==> src/hdl/smt_pkg.sv <==
// Shared types and constants for the sequence-to-MIDI transcoder.
// No dependencies; imported by every other module of the block.
package smt_pkg;

  // Parser phase of the sequence stream.
  typedef enum logic [1:0] {
    PH_DELTA,
    PH_CMD,
    PH_P1,
    PH_P2
  } phase_t;

  // Kind of event handed from the parser to the emitter.
  typedef enum logic [1:0] {
    EV_MIDI,
    EV_END,
    EV_UNKNOWN
  } ev_kind_t;

  // One queued event: delta bytes, then status and two data bytes (MIDI),
  // or a single flag result (end of track, unknown command).
  typedef struct packed {
    ev_kind_t    kind;
    logic [31:0] delta;
    logic [2:0]  dlen;
    logic [7:0]  status;
    logic [7:0]  d1;
    logic [7:0]  d2;
  } event_t;

  // Item operations
  localparam logic OP_SEQ  = 1'b0;
  localparam logic OP_LOAD = 1'b1;

  // Sequence command codes
  localparam logic [7:0] CMD_NOP         = 8'd0;
  localparam logic [7:0] CMD_NOTE_OFF    = 8'd1;
  localparam logic [7:0] CMD_END         = 8'd3;
  localparam logic [7:0] CMD_NOTE_ON     = 8'd5;
  localparam logic [7:0] CMD_VOLUME      = 8'd6;
  localparam logic [7:0] CMD_PAN         = 8'd7;
  localparam logic [7:0] CMD_TRACK_START = 8'd9;

  // MIDI status nibbles and controller numbers
  localparam logic [3:0] NIB_NOTE_OFF = 4'h8;
  localparam logic [3:0] NIB_NOTE_ON  = 4'h9;
  localparam logic [3:0] NIB_CTRL     = 4'hB;
  localparam logic [7:0] CC_VOLUME    = 8'h07;
  localparam logic [7:0] CC_PAN       = 8'h0A;
  localparam logic [3:0] DRUM_CHANNEL = 4'd9;

  // Delta handling
  localparam logic [7:0] DELTA_END  = 8'h80;
  localparam logic [2:0] DELTA_MAX  = 3'd4;
  localparam logic [2:0] MIDI_BYTES = 3'd3;

  // Event queue depth
  localparam int EVQ_DEPTH = 4;

  // Configuration register indexes
  localparam logic REG_CHANNEL = 1'b0;

  // floor(p * 127 / 255): multiply by constant, divide by 255 through
  // x/255 = (x + (x >> 8) + 1) >> 8, exact for x below 65535.
  function automatic logic [7:0] scale_vol(input logic [7:0] p);
    logic [15:0] prod;
    logic [16:0] sum;
    prod = {8'd0, p} * 16'd127;
    sum  = {1'b0, prod} + {9'd0, prod[15:8]} + 17'd1;
    return sum[15:8];
  endfunction

endpackage

==> src/hdl/smt_front.sv <==
// Front end: takes items, parses deltas and commands, owns the volume table.
// Depends on smt_pkg; feeds events into smt_evq.
module smt_front #(
  parameter int INSTRUMENT_SLOTS = 64
) (
  input  logic            clk,
  input  logic            rst_n,
  input  logic            in_valid_i,
  output logic            in_ready_o,
  input  logic            op_i,
  input  logic [7:0]      byte_i,
  input  logic [7:0]      index_i,
  input  logic [3:0]      channel_i,
  output logic            push_o,
  output smt_pkg::event_t push_ev_o,
  input  logic            q_full_i
);
  import smt_pkg::*;

  localparam int AW = (INSTRUMENT_SLOTS > 1) ? $clog2(INSTRUMENT_SLOTS) : 1;
  localparam logic [8:0] SLOTS9 = 9'(INSTRUMENT_SLOTS);

  phase_t      phase_r, phase_nxt;
  logic [31:0] delta_r, delta_nxt;
  logic [2:0]  dlen_r, dlen_nxt;
  logic [7:0]  cmd_r, cmd_nxt;
  logic [7:0]  fp_r, fp_nxt;

  logic        s1_v_r, s1_v_nxt;
  event_t      s1_ev_r, s1_ev_nxt;
  logic        s1_ts_r, s1_ts_nxt;

  logic [7:0]  mem [INSTRUMENT_SLOTS];
  logic [INSTRUMENT_SLOTS-1:0] vld_r;
  logic [7:0]  rd_data_r;
  logic        rd_ok_r;

  logic        acc, seq;
  logic        ev_v, ev_ts;
  event_t      ev;
  logic [2:0]  dlen_inc;
  logic        wr_ok, rd_in_range;

  assign in_ready_o  = !s1_v_r || !q_full_i;
  assign acc         = in_valid_i && in_ready_o;
  assign seq         = acc && (op_i == OP_SEQ);
  assign dlen_inc    = dlen_r + 3'd1;
  assign wr_ok       = acc && (op_i == OP_LOAD) && ({1'b0, index_i} < SLOTS9);
  assign rd_in_range = {1'b0, byte_i} < SLOTS9;

  // Parse state next value
  always_comb begin
    phase_nxt = phase_r;
    delta_nxt = delta_r;
    dlen_nxt  = dlen_r;
    cmd_nxt   = cmd_r;
    fp_nxt    = fp_r;
    if (seq) begin
      case (phase_r)
        PH_DELTA: begin
          delta_nxt[{dlen_r[1:0], 3'b000} +: 8] = byte_i;
          dlen_nxt = dlen_inc;
          if (byte_i < DELTA_END || dlen_inc >= DELTA_MAX) begin
            phase_nxt = PH_CMD;
          end
        end
        PH_CMD: begin
          cmd_nxt = byte_i;
          if (byte_i == CMD_NOP) begin
            phase_nxt = PH_DELTA;
            delta_nxt = '0;
            dlen_nxt  = '0;
          end else if (byte_i inside {[CMD_NOTE_OFF:CMD_PAN], CMD_TRACK_START}) begin
            phase_nxt = PH_P1;
          end else begin
            // unknown command: the byte opens a fresh delta
            delta_nxt = {24'd0, byte_i};
            dlen_nxt  = 3'd1;
            phase_nxt = (byte_i < DELTA_END) ? PH_CMD : PH_DELTA;
          end
        end
        PH_P1: begin
          if (cmd_r == CMD_NOTE_ON) begin
            fp_nxt    = byte_i;
            phase_nxt = PH_P2;
          end else begin
            phase_nxt = PH_DELTA;
            delta_nxt = '0;
            dlen_nxt  = '0;
          end
        end
        PH_P2: begin
          phase_nxt = PH_DELTA;
          delta_nxt = '0;
          dlen_nxt  = '0;
        end
        default: begin
          phase_nxt = PH_DELTA;
        end
      endcase
    end
  end

  // Event produced by the current item
  always_comb begin
    ev_v      = 1'b0;
    ev_ts     = 1'b0;
    ev.kind   = EV_MIDI;
    ev.delta  = delta_r;
    ev.dlen   = dlen_r;
    ev.status = '0;
    ev.d1     = '0;
    ev.d2     = '0;
    if (seq) begin
      case (phase_r)
        PH_CMD: begin
          if (!(byte_i inside {[CMD_NOP:CMD_PAN], CMD_TRACK_START})) begin
            ev_v    = 1'b1;
            ev.kind = EV_UNKNOWN;
          end
        end
        PH_P1: begin
          case (cmd_r)
            CMD_NOTE_OFF: begin
              ev_v      = 1'b1;
              ev.status = {NIB_NOTE_OFF, channel_i};
              ev.d1     = byte_i;
            end
            CMD_END: begin
              ev_v    = 1'b1;
              ev.kind = EV_END;
            end
            CMD_VOLUME: begin
              ev_v      = 1'b1;
              ev.status = {NIB_CTRL, channel_i};
              ev.d1     = CC_VOLUME;
              ev.d2     = scale_vol(byte_i);
            end
            CMD_PAN: begin
              ev_v      = 1'b1;
              ev.status = {NIB_CTRL, channel_i};
              ev.d1     = CC_PAN;
              ev.d2     = 8'd0 - byte_i;
            end
            CMD_TRACK_START: begin
              if (channel_i != DRUM_CHANNEL) begin
                ev_v      = 1'b1;
                ev_ts     = 1'b1;
                ev.delta  = '0;
                ev.dlen   = 3'd1;
                ev.status = {NIB_CTRL, channel_i};
                ev.d1     = CC_VOLUME;
              end
            end
            default: begin
              ev_v = 1'b0;
            end
          endcase
        end
        PH_P2: begin
          ev_v      = 1'b1;
          ev.status = {NIB_NOTE_ON, channel_i};
          ev.d1     = fp_r;
          ev.d2     = byte_i;
        end
        default: begin
          ev_v = 1'b0;
        end
      endcase
    end
  end

  // Stage register toward the queue; track start picks up the table read here
  always_comb begin
    s1_v_nxt  = s1_v_r;
    s1_ev_nxt = s1_ev_r;
    s1_ts_nxt = s1_ts_r;
    if (acc) begin
      s1_v_nxt  = ev_v;
      s1_ev_nxt = ev;
      s1_ts_nxt = ev_ts;
    end else if (push_o) begin
      s1_v_nxt = 1'b0;
    end
  end

  always_comb begin
    push_o    = s1_v_r && !q_full_i;
    push_ev_o = s1_ev_r;
    if (s1_ts_r) begin
      push_ev_o.d2 = rd_ok_r ? scale_vol(rd_data_r) : 8'd0;
    end
  end

  always_ff @(posedge clk) begin
    if (!rst_n) begin
      phase_r <= PH_DELTA;
      delta_r <= '0;
      dlen_r  <= '0;
      cmd_r   <= '0;
      fp_r    <= '0;
      s1_v_r  <= 1'b0;
      vld_r   <= '0;
    end else begin
      phase_r <= phase_nxt;
      delta_r <= delta_nxt;
      dlen_r  <= dlen_nxt;
      cmd_r   <= cmd_nxt;
      fp_r    <= fp_nxt;
      s1_v_r  <= s1_v_nxt;
      if (wr_ok) begin
        vld_r[index_i[AW-1:0]] <= 1'b1;
      end
    end
  end

  always_ff @(posedge clk) begin
    s1_ev_r <= s1_ev_nxt;
    s1_ts_r <= s1_ts_nxt;
  end

  // Instrument volume table
  always_ff @(posedge clk) begin
    if (wr_ok) begin
      mem[index_i[AW-1:0]] <= byte_i;
    end
    if (acc) begin
      rd_data_r <= mem[byte_i[AW-1:0]];
      rd_ok_r   <= rd_in_range && vld_r[byte_i[AW-1:0]];
    end
  end

endmodule

==> src/hdl/smt_evq.sv <==
// Short event queue between the parser and the byte emitter.
// Depends on smt_pkg.
module smt_evq (
  input  logic            clk,
  input  logic            rst_n,
  input  logic            push_i,
  input  smt_pkg::event_t push_ev_i,
  output logic            full_o,
  input  logic            pop_i,
  output smt_pkg::event_t head_o,
  output logic            empty_o
);
  import smt_pkg::*;

  localparam int PW = $clog2(EVQ_DEPTH);
  localparam logic [PW:0] DEPTH_C = (PW + 1)'(EVQ_DEPTH);

  event_t         q_mem [EVQ_DEPTH];
  logic [PW-1:0]  wr_ptr_r, rd_ptr_r;
  logic [PW:0]    cnt_r, cnt_nxt;

  assign full_o  = (cnt_r == DEPTH_C);
  assign empty_o = (cnt_r == '0);
  assign head_o  = q_mem[rd_ptr_r];

  always_comb begin
    cnt_nxt = cnt_r;
    if (push_i && !pop_i) begin
      cnt_nxt = cnt_r + 1'b1;
    end else if (pop_i && !push_i) begin
      cnt_nxt = cnt_r - 1'b1;
    end
  end

  always_ff @(posedge clk) begin
    if (!rst_n) begin
      wr_ptr_r <= '0;
      rd_ptr_r <= '0;
      cnt_r    <= '0;
    end else begin
      cnt_r <= cnt_nxt;
      if (push_i) begin
        wr_ptr_r <= wr_ptr_r + 1'b1;
      end
      if (pop_i) begin
        rd_ptr_r <= rd_ptr_r + 1'b1;
      end
    end
  end

  always_ff @(posedge clk) begin
    if (push_i) begin
      q_mem[wr_ptr_r] <= push_ev_i;
    end
  end

  a_no_overflow: assert property (@(posedge clk) disable iff (!rst_n)
    push_i |-> !full_o) else $error("event queue push while full");
  a_no_underflow: assert property (@(posedge clk) disable iff (!rst_n)
    pop_i |-> !empty_o) else $error("event queue pop while empty");
  a_count_bound: assert property (@(posedge clk) disable iff (!rst_n)
    cnt_r <= DEPTH_C) else $error("event queue count out of range");

endmodule

==> src/hdl/smt_back.sv <==
// Back end: walks the head event byte by byte into the output register.
// Depends on smt_pkg; reads from smt_evq.
module smt_back (
  input  logic            clk,
  input  logic            rst_n,
  input  logic            q_empty_i,
  input  smt_pkg::event_t head_i,
  output logic            pop_o,
  output logic            out_valid_o,
  input  logic            out_ready_i,
  output logic [7:0]      out_byte_o,
  output logic [2:0]      out_flags_o,
  output logic            out_last_o
);
  import smt_pkg::*;

  logic [2:0] idx_r, idx_nxt;
  logic       out_v_r, out_v_nxt;
  logic [7:0] out_byte_r, out_byte_nxt;
  logic [2:0] out_flags_r, out_flags_nxt;
  logic       out_last_r, out_last_nxt;

  logic       emit, is_last;
  logic [2:0] total, rel;

  assign emit    = !q_empty_i && (!out_v_r || out_ready_i);
  assign total   = (head_i.kind == EV_MIDI) ? (head_i.dlen + MIDI_BYTES) : 3'd1;
  assign is_last = (idx_r == total - 3'd1);
  assign rel     = idx_r - head_i.dlen;
  assign pop_o   = emit && is_last;

  always_comb begin
    idx_nxt = idx_r;
    if (emit) begin
      idx_nxt = is_last ? 3'd0 : idx_r + 3'd1;
    end
  end

  // flags: {unknown_command, track_end, byte_valid}
  always_comb begin
    out_v_nxt     = out_v_r;
    out_byte_nxt  = out_byte_r;
    out_flags_nxt = out_flags_r;
    out_last_nxt  = out_last_r;
    if (emit) begin
      out_v_nxt    = 1'b1;
      out_last_nxt = is_last;
      case (head_i.kind)
        EV_END: begin
          out_byte_nxt  = 8'd0;
          out_flags_nxt = 3'b010;
        end
        EV_UNKNOWN: begin
          out_byte_nxt  = 8'd0;
          out_flags_nxt = 3'b100;
        end
        default: begin
          out_flags_nxt = 3'b001;
          if (idx_r < head_i.dlen) begin
            out_byte_nxt = head_i.delta[{idx_r[1:0], 3'b000} +: 8];
          end else begin
            case (rel)
              3'd0:    out_byte_nxt = head_i.status;
              3'd1:    out_byte_nxt = head_i.d1;
              default: out_byte_nxt = head_i.d2;
            endcase
          end
        end
      endcase
    end else if (out_ready_i) begin
      out_v_nxt = 1'b0;
    end
  end

  always_ff @(posedge clk) begin
    if (!rst_n) begin
      idx_r   <= '0;
      out_v_r <= 1'b0;
    end else begin
      idx_r   <= idx_nxt;
      out_v_r <= out_v_nxt;
    end
  end

  always_ff @(posedge clk) begin
    out_byte_r  <= out_byte_nxt;
    out_flags_r <= out_flags_nxt;
    out_last_r  <= out_last_nxt;
  end

  assign out_valid_o = out_v_r;
  assign out_byte_o  = out_byte_r;
  assign out_flags_o = out_flags_r;
  assign out_last_o  = out_last_r;

  a_mid_event_held: assert property (@(posedge clk) disable iff (!rst_n)
    idx_r != 3'd0 |-> !q_empty_i) else $error("event left queue mid-walk");
  a_flag_is_last: assert property (@(posedge clk) disable iff (!rst_n)
    (out_v_r && !out_flags_r[0]) |-> out_last_r) else $error("flag result not last");
  a_flag_kind_excl: assert property (@(posedge clk) disable iff (!rst_n)
    out_v_r |-> $onehot(out_flags_r)) else $error("result carries mixed kinds");

endmodule

==> src/hdl/sequence_to_midi_event_transcoder_top.sv <==
// Top level of the sequence-to-MIDI transcoder: config register and wiring.
// Depends on smt_pkg, smt_front, smt_evq and smt_back.
//
// Usage:
//   Input stream: one item per handshake. in_tuser[0] selects the operation
//   (0 = sequence byte, 1 = load an instrument volume slot). in_tdata[7:0]
//   is the sequence byte or the volume, in_tdata[15:8] the slot index.
//   Output stream: one MIDI byte or flag per item. out_tdata is the byte,
//   out_tuser = {unknown_command, track_end, byte_valid}, out_tlast marks the
//   final result caused by one input item.
//   Config port: APB, register 0 at address 0 is the 4-bit MIDI channel.
//   Write it only while the block is idle.
// Timing:
//   The parser takes one item per cycle while in_tready is high. The item's
//   event goes from the parse stage (loaded at the accepting edge) into the
//   event queue and then the output register, where out_tvalid rises. The
//   emitter sends one result per cycle while out_tready is high, up to seven
//   per event; the four-entry queue absorbs the difference between the sides.
// Reset: synchronous, active low; parser back to delta phase, volume table
//   reads as zero everywhere, channel 0, queue and output empty.
// Stall: when out_tready is low the output register holds, the queue fills,
//   and in_tready drops once the parse stage cannot drain into the queue.
module sequence_to_midi_event_transcoder_top #(
  parameter int INSTRUMENT_SLOTS = 64
) (
  input  logic        clk,
  input  logic        rst_n,
  // input stream
  input  logic        in_tvalid,
  output logic        in_tready,
  input  logic [15:0] in_tdata,   // [7:0] data_byte, [15:8] table_index
  input  logic [0:0]  in_tuser,   // [0] operation
  // result stream
  output logic        out_tvalid,
  input  logic        out_tready,
  output logic [7:0]  out_tdata,  // [7:0] midi_byte
  output logic [2:0]  out_tuser,  // [0] byte_valid, [1] track_end, [2] unknown_command
  output logic        out_tlast,
  // configuration
  input  logic        cfg_psel,
  input  logic        cfg_penable,
  input  logic        cfg_pwrite,
  input  logic [2:0]  cfg_paddr,
  input  logic [31:0] cfg_pwdata,
  output logic [31:0] cfg_prdata,
  output logic        cfg_pready
);
  import smt_pkg::*;

  logic [3:0] channel_r, channel_nxt;
  logic       cfg_wr;

  logic       push, pop, q_full, q_empty;
  event_t     push_ev, head_ev;

  // Word address is paddr[2]; only register 0 exists.
  assign cfg_pready = 1'b1;
  assign cfg_wr     = cfg_psel && cfg_penable && cfg_pwrite && cfg_pready;
  assign cfg_prdata = (cfg_paddr[2] == REG_CHANNEL) ? {28'd0, channel_r} : 32'd0;

  always_comb begin
    channel_nxt = channel_r;
    if (cfg_wr && cfg_paddr[2] == REG_CHANNEL) begin
      channel_nxt = cfg_pwdata[3:0];
    end
  end

  always_ff @(posedge clk) begin
    if (!rst_n) begin
      channel_r <= '0;
    end else begin
      channel_r <= channel_nxt;
    end
  end

  // Parser and volume table
  smt_front #(
    .INSTRUMENT_SLOTS(INSTRUMENT_SLOTS)
  ) u_front (
    .clk       (clk),
    .rst_n     (rst_n),
    .in_valid_i(in_tvalid),
    .in_ready_o(in_tready),
    .op_i      (in_tuser[0]),
    .byte_i    (in_tdata[7:0]),
    .index_i   (in_tdata[15:8]),
    .channel_i (channel_r),
    .push_o    (push),
    .push_ev_o (push_ev),
    .q_full_i  (q_full)
  );

  // Decoupling queue
  smt_evq u_evq (
    .clk      (clk),
    .rst_n    (rst_n),
    .push_i   (push),
    .push_ev_i(push_ev),
    .full_o   (q_full),
    .pop_i    (pop),
    .head_o   (head_ev),
    .empty_o  (q_empty)
  );

  // Byte emitter with output register
  smt_back u_back (
    .clk        (clk),
    .rst_n      (rst_n),
    .q_empty_i  (q_empty),
    .head_i     (head_ev),
    .pop_o      (pop),
    .out_valid_o(out_tvalid),
    .out_ready_i(out_tready),
    .out_byte_o (out_tdata),
    .out_flags_o(out_tuser),
    .out_last_o (out_tlast)
  );

endmodule

==> config.mk <==
export PLATFORM = sky130hd
export DESIGN_NAME = sequence_to_midi_event_transcoder_top
export DESIGN_NICKNAME = d
export VERILOG_FILES = /design/src/hdl/smt_pkg.sv /design/src/hdl/smt_front.sv /design/src/hdl/smt_evq.sv /design/src/hdl/smt_back.sv /design/src/hdl/sequence_to_midi_event_transcoder_top.sv
export SDC_FILE = /design/constraint.sdc
export NUM_CORES = 1
export LEC_CHECK = 0
export BUFFER_PORTS_ARGS = -buffer_cell sky130_fd_sc_hd__buf_4
export CORE_MARGIN = 1.5
export CORE_UTILIZATION = 55
export CTS_CLUSTER_SIZE = 8
export DETAILED_ROUTE_END_ITERATION = 6
export PLACE_DENSITY_LB_ADDON = 0.2
export SLEW_MARGIN = 30
export SYNTH_ARGS = -nofsm -noshare
export SYNTH_HDL_FRONTEND = slang
export SYNTH_HIERARCHICAL = 1
export SYNTH_SLANG_ARGS = --single-unit
==> constraint.sdc <==
create_clock -name clk -period 7.8 [get_ports clk]
set_input_delay 0.78 -clock clk [delete_from_list [all_inputs] [get_ports clk]]
set_output_delay 0.78 -clock clk [all_outputs]
set_load 0.02 [all_outputs]
Yosys cells after proc, flatten, opt, wreduce, memory -nomap -nowiden
Memory sizes are Yosys's and may differ from the RTL's. A register that Yosys moved wholly into a read port is not among the register bits.
Index checks and enable logic that the tools add are counted.

storage, ports and cells
  register bits after elaboration = 208
  logic and storage cells = 175
  output and inout bits = 47
  input bits = 59
  memory bits (writable) = 756
  memories = 2

memory list
  name         depth  width  rd ports  clocked after Yosys merged registers in  wr ports  line             source
  u_front.mem  64     8      1         1                                        1         smt_front.sv:33  logic [7:0] mem [INSTRUMENT_SLOTS];
  u_evq.q_mem  4      61     1         1                                        1         smt_evq.sv:18    event_t q_mem [EVQ_DEPTH];

operators by class
  bitwise logic cells = 3
  $mul = 2
  equal/unequal tests = 19
  shift-type cells = 3
  $add $sub $neg = 15
  mux-type cells = 54
  $lt $le $gt $ge = 11
  reductions and logical operators = 42

operator list
  cell                                                                     number
  32-bit one-hot mux with 4 select lines                                   1
  32-bit two-way mux                                                       3
  35-bit two-way mux                                                       2
  64-bit bitwise OR                                                        1
  16-bit one-hot mux with 4 select lines                                   1
  59-bit two-way mux                                                       1
  51-bit two-way mux                                                       1
  24-bit one-hot mux with 2 select lines                                   1
  15-bit by 7-bit adder with 16-bit output                                 2
  16-bit by 1-bit adder with 16-bit output (second input constant)         2
  32-bit bitwise mux                                                       1
  8-bit one-hot mux with 2 select lines                                    2
  8-bit by 7-bit variable shift with 32-bit output (first input constant)  1
  32-bit by 6-bit variable part select with 8-bit output                   1
  8-bit by 7-bit variable part select with 32-bit output                   1
  8-bit by 7-bit multiplier with 15-bit output (second input constant)     2
  8-bit by 3-bit equality test with 1-bit output (second input constant)   3
  8-bit two-way mux                                                        3
  3-bit two-way mux                                                        7
  8-bit by 4-bit equality test with 1-bit output (second input constant)   2
  8-bit by 1-bit >= comparator with 1-bit output (second input constant)   2
  1-bit logical AND                                                        16
  8-bit by 7-bit < comparator with 1-bit output (second input constant)    2
  1-bit two-way mux                                                        15
  45 further kinds                                                         76

Logic depth before layout (Yosys ltp)
  depth in word-level cells = 8
  depth in mapped cells = 24
  gate-level depth less buffers = 23

Modules after synthesis
The synthesis kept the hierarchy.

modules (own cells, without submodules)
  module                                 sequential area each (um^2)  area each (um^2)  times used  cells each
  smt_front                              19,839.0                     31,192.4          1           1,936
  smt_evq                                7,507.2                      9,315.2           1           362
  smt_back                               440.4                        1,323.8           1           123
  sequence_to_midi_event_transcoder_top  80.1                         429.2             1           54

Worst setup path after synthesis
OpenSTA, ideal clock, no wires.

  path kind = input-to-reg
  from = input port in_tdata[3]
  to = register u_front/s1_ev_r[2] (netlist bit), data pin
  data arrival time = 6.538 ns
  path buffers = 3
  stages = 24
  setup slack = 0.984 ns
  library setup time = 0.278 ns
  data required time = 7.522 ns
  cell sequence = buf_2 inv_1 buf_2 buf_1 fa_1 inv_1 fa_1 ha_1 xor2_1 fa_1 inv_1 ha_1 a21o_1 a22oi_1 a21oi_1 xor2_1 ha_1 o21a_1 o2bb2ai_1 maj3_1 o221a_2 and2_1 o21ai_0 o311ai_0

on the way
  longest elaborated chain between the ends = 5

RTL lines
  what                                          line                                         source
  from (decl)                                   sequence_to_midi_event_transcoder_top.sv:31  input logic [15:0] in_tdata,
  8-bit by 7-bit multiplier with 15-bit output  smt_pkg.sv:68                                prod = {8'd0, p} * 16'd127;
  15-bit by 7-bit adder with 16-bit output      smt_pkg.sv:69                                sum = {1'b0, prod} + {9'd0, prod[15:8]} + 17'd1;
  16-bit by 1-bit adder with 16-bit output      smt_pkg.sv:69
  8-bit one-hot mux with 2 select lines         smt_front.sv:123                             case (cmd_r)
  24-bit one-hot mux with 2 select lines        smt_front.sv:115                             case (phase_r)
  to (signal assigned)                          smt_front.sv:218                             s1_ev_r <= s1_ev_nxt;
  to (decl)                                     smt_front.sv:30                              event_t s1_ev_r, s1_ev_nxt;

No other way between the ends.
A chain may end at the register's enable or synchronous reset.

==> flow_summary.json <==
{
  "p_sw_mw": 4.787,
  "pwr-share-comb_pct": 26.7,
  "p_per_area_mw_per_mm2": 330.0,
  "root_buffer": "clkbuf_16",
  "placedCellCount": 3416,
  "arrival_ps": 7260,
  "crit_type": "register to register",
  "setup-violations-final": 0,
  "core_mm2": 0.07595,
  "rows": 101,
  "mostFrequentLayoutCell": "edfxtp_1",
  "holdWs_ps": 332.1,
  "cts.sinks": 973,
  "p_int_mw": 10.84,
  "status": "completed",
  "stdcell_count": 3673,
  "fin_setup_tns_ps": 0,
  "viasPerCell": 5.993,
  "nFillCells": 5398,
  "antenna_found_initial": 2,
  "synthSimpleGateAreaFrac_pct": 4.900,
  "rsz0062_at_grt": "no",
  "path_clk_slew_ps": 50,
  "peakVddDrop_v": 0.0004826,
  "cts_tree": "built",
  "drtIter0Drc": 2101,
  "holdCritPathClass": "primary input to register",
  "skew_ps": 39.86,
  "seqPwrFrac_pct": 37.6,
  "drtAntennaViolNets": 0,
  "hold_viol": 0,
  "place.gp.congestion": 0.8612,
  "synthCells": 2475,
  "syn2layout_area_growth_pct": 12.05,
  "synth_edf_count": 838,
  "clock.fmax_mhz": 146.4,
  "wl_per_cell_um": 24.15,
  "via_count": 22010,
  "synth_fa_ha_area_share_pct": 5.430,
  "yosysWarnings": 6,
  "synthArstFlopShare_pct": 0,
  "avgSynthCellArea_um2": 17.07,
  "drive_gt1_share_pct": 19.69,
  "cts_made_buffers": 139,
  "hold_buffers": 0,
  "worst-path-max-fanout": 5,
  "ctsHtreeMaxLevel": 4,
  "setup_ws_ps": 970.5,
  "ioPinCount": 106,
  "grt_pass1_vias": 22140,
  "synth_top_family_by_area": "multiplexers",
  "grt.total_usage_pct": 23.21,
  "endpoint_kind": "register",
  "synth_cell_types": 82,
  "p_clk_share_pct": 35.6,
  "cts_buffer_depth": 3,
  "seq_area_frac_synth_pct": 65.94,
  "ctsResizeCount": 0,
  "drc": 0,
  "maxSlewViolCount": 0,
  "synthXorXnorAreaFrac_pct": 1.024,
  "layout_common_cells": "838 x edfxtp_1, 257 x mux4_2, 141 x nor2_1",
  "cap_violations": 0,
  "leakage_nw": 16.10,
  "port-buffer-count": 46,
  "postCtsSetupBuffers": 0,
  "dp_hpwl_um": 54940,
  "place_ws_ps": 834.3,
  "switching_share_pct": 30.63,
  "final_net_count": 2744,
  "syn_area_mm2": 0.04226,
  "synth_seq_cells": 973,
  "tightest_slew_ps": 987.4,
  "required_ps": 8230,
  "die_y_um": 280.2,
  "grt_overflow": 0,
  "clk_latency_ps": 720,
  "wl_um": 88720,
  "seqCellArea_mm2": 0.02787,
  "grt_max_degree": 125,
  "fin_crit_ps": 6829,
  "post-route-period-util_pct": 87.56,
  "synth.mux.area_fraction_pct": 14.09,
  "synth_compound_area_share_pct": 4.645,
  "initial_core_util_pct": 55.64,
  "ys.flop_type": "edfxtp_1",
  "grt_pass1_wl_um": 135900,
  "dr.pass1.iters": 5,
  "dieArea_mm2": 0.07851,
  "cp-start-kind": "register",
  "slew_headroom_pct": 34.18,
  "multiInputGateArea_mm2": 0.01287,
  "die_w_um": 280.2,
  "power_mw": 15.63
}
==> power groups by stage <==
stage | clock network (mW) | logic, mW | registers (mW)
finish | 5.57 | 4.18 | 5.88
global route | 5.88 | 4.62 | 5.89
CTS | 5.66 | 4.19 | 5.89
detailed placement | 0 | 4.16 | 5.99
global placement | 0 | 4.07 | 5.98
floorplan | 0 | 3.12 | 5.95
==> state kept, by name, summed over array words and instances, names as in the netlist, 4 cells and up, named ones only <==
| signal | flops |
|---|---|
| u_front/fp_r | 8 |
| channel_r | 4 |
| u_front/delta_r | 24 |
| u_back/out_byte_o | 8 |
| u_evq/q_mem | 244 |
| u_front/cmd_r | 8 |
| u_front/push_ev_o | 52 |
| u_front/vld_r | 64 |
| u_front/s1_ev_r | 8 |
| u_front/rd_data_r | 8 |
| u_front/mem | 512 |
==> routing by layer <==
metal / GRT usage, % / up-vias / share of wire [%]
met2: 35.94 / 728 / 48
met5: 0 / - / 0
met3: 4.372 / 146 / 6.5
li1: - / 9618 / -
met4: 7.540 / 0 / 2.3
met1: 33.60 / 11520 / 43
==> stage by stage <==
| step | utilization [%] | area (um^2) |
|---|---|---|
| 2_1_floorplan | - | 42360 |
| 3_3_place_gp | 56.70 | 43060 |
| 3_5_place_dp | 56.73 | 43090 |
| 4_1_cts | 62.20 | 47240 |
| 5_1_grt | 62.35 | 47350 |
| 6_report | 62.35 | 47350 |
==> worst max-delay path: stages (launching register included) <==
cell      delay [ps]
edfxtp_1         500
fa_1             640
inv_1             80
fa_1             520
fa_1             570
inv_1             60
fa_1             460
ha_1             380
o21a_1           230
a211o_1          350
a31oi_1          230
nor2b_1          180
xor2_1           390
inv_1            100
ha_1             310
a21oi_1           70
nor2b_1           90
o21ai_0           90
o211ai_1         120
nand4_1          230
nor4b_2          670
xnor2_1          190
o22ai_1          130
==> cell usage after synthesis, types with 4 or more instances <==
cell,instances,area share [%]
a21oi_1,57,0.68
nand4_1,6,0.089
a21boi_0,12,0.21
a22o_1,4,0.083
mux2i_1,14,0.33
nor2_1,148,1.3
nor4_1,6,0.089
and2_1,24,0.36
nand3_1,45,0.53
o21a_1,69,1.2
clkbuf_1,57,0.51
nand2_1,66,0.59
xnor2_1,25,0.52
a21o_1,10,0.18
buf_12,6,0.28
inv_1,125,1.1
a211oi_1,6,0.11
mux4_2,257,14
nand3b_1,6,0.11
a22oi_1,31,0.55
buf_4,85,1.5
and3_1,7,0.10
buf_1,12,0.11
a31oi_1,5,0.074
edfxtp_1,838,60
o211ai_1,5,0.089
and2b_2,4,0.083
buf_2,26,0.31
o21ai_0,31,0.37
nor2b_1,60,0.89
and4_1,4,0.083
nor3_1,19,0.23
dfxtp_1,135,6.4
o221ai_1,8,0.17
fa_1,46,2.2
or3_1,7,0.10
o22ai_1,11,0.16
ha_1,109,3.2
nand2b_1,5,0.074
xor2_1,20,0.41
o21ai_1,7,0.083
==> logic make-up (layout without fill, tap and decap cells) <==
group,count (synthesis),after routing
AO/OA/AOI/OAI,286,286
XOR/XNOR,47,47
adder cells (fa/ha/maj),156,156
buffers and inverters,318,457
flip-flops,973,973
multiplexers,272,272
other,3,32
AND/OR/NAND/NOR,420,420
==> area by class of cell <==
class / count / share of cell area (%)
Clock inverter: 13 / 0.5892
Tap cell: 1030 / 2.721
Sequential cell: 973 / 58.86
Antenna cell: 2 / 0.01057
Timing Repair Buffer: 77 / 1.448
Clock buffer: 239 / 8.183
Multi-Input combinational cell: 1211 / 27.17
Inverter: 128 / 1.015
==> path summary, 6_finish.rpt <==
check | from | to | slack, ps | depth (start not counted)
hold / removal | cfg_pwdata[2] | channel_r[2] | 330 | 3
hold reg to reg | u_front/vld_r[46] | u_front/vld_r[46] | 460 | 1
setup / recovery | u_front/rd_data_r[3] | u_evq/q_mem[1][6] | 970 | 22
setup reg to reg | u_front/rd_data_r[3] | u_evq/q_mem[1][6] | 970 | 22
No activity file was read; power rests on OpenSTA's default activity.
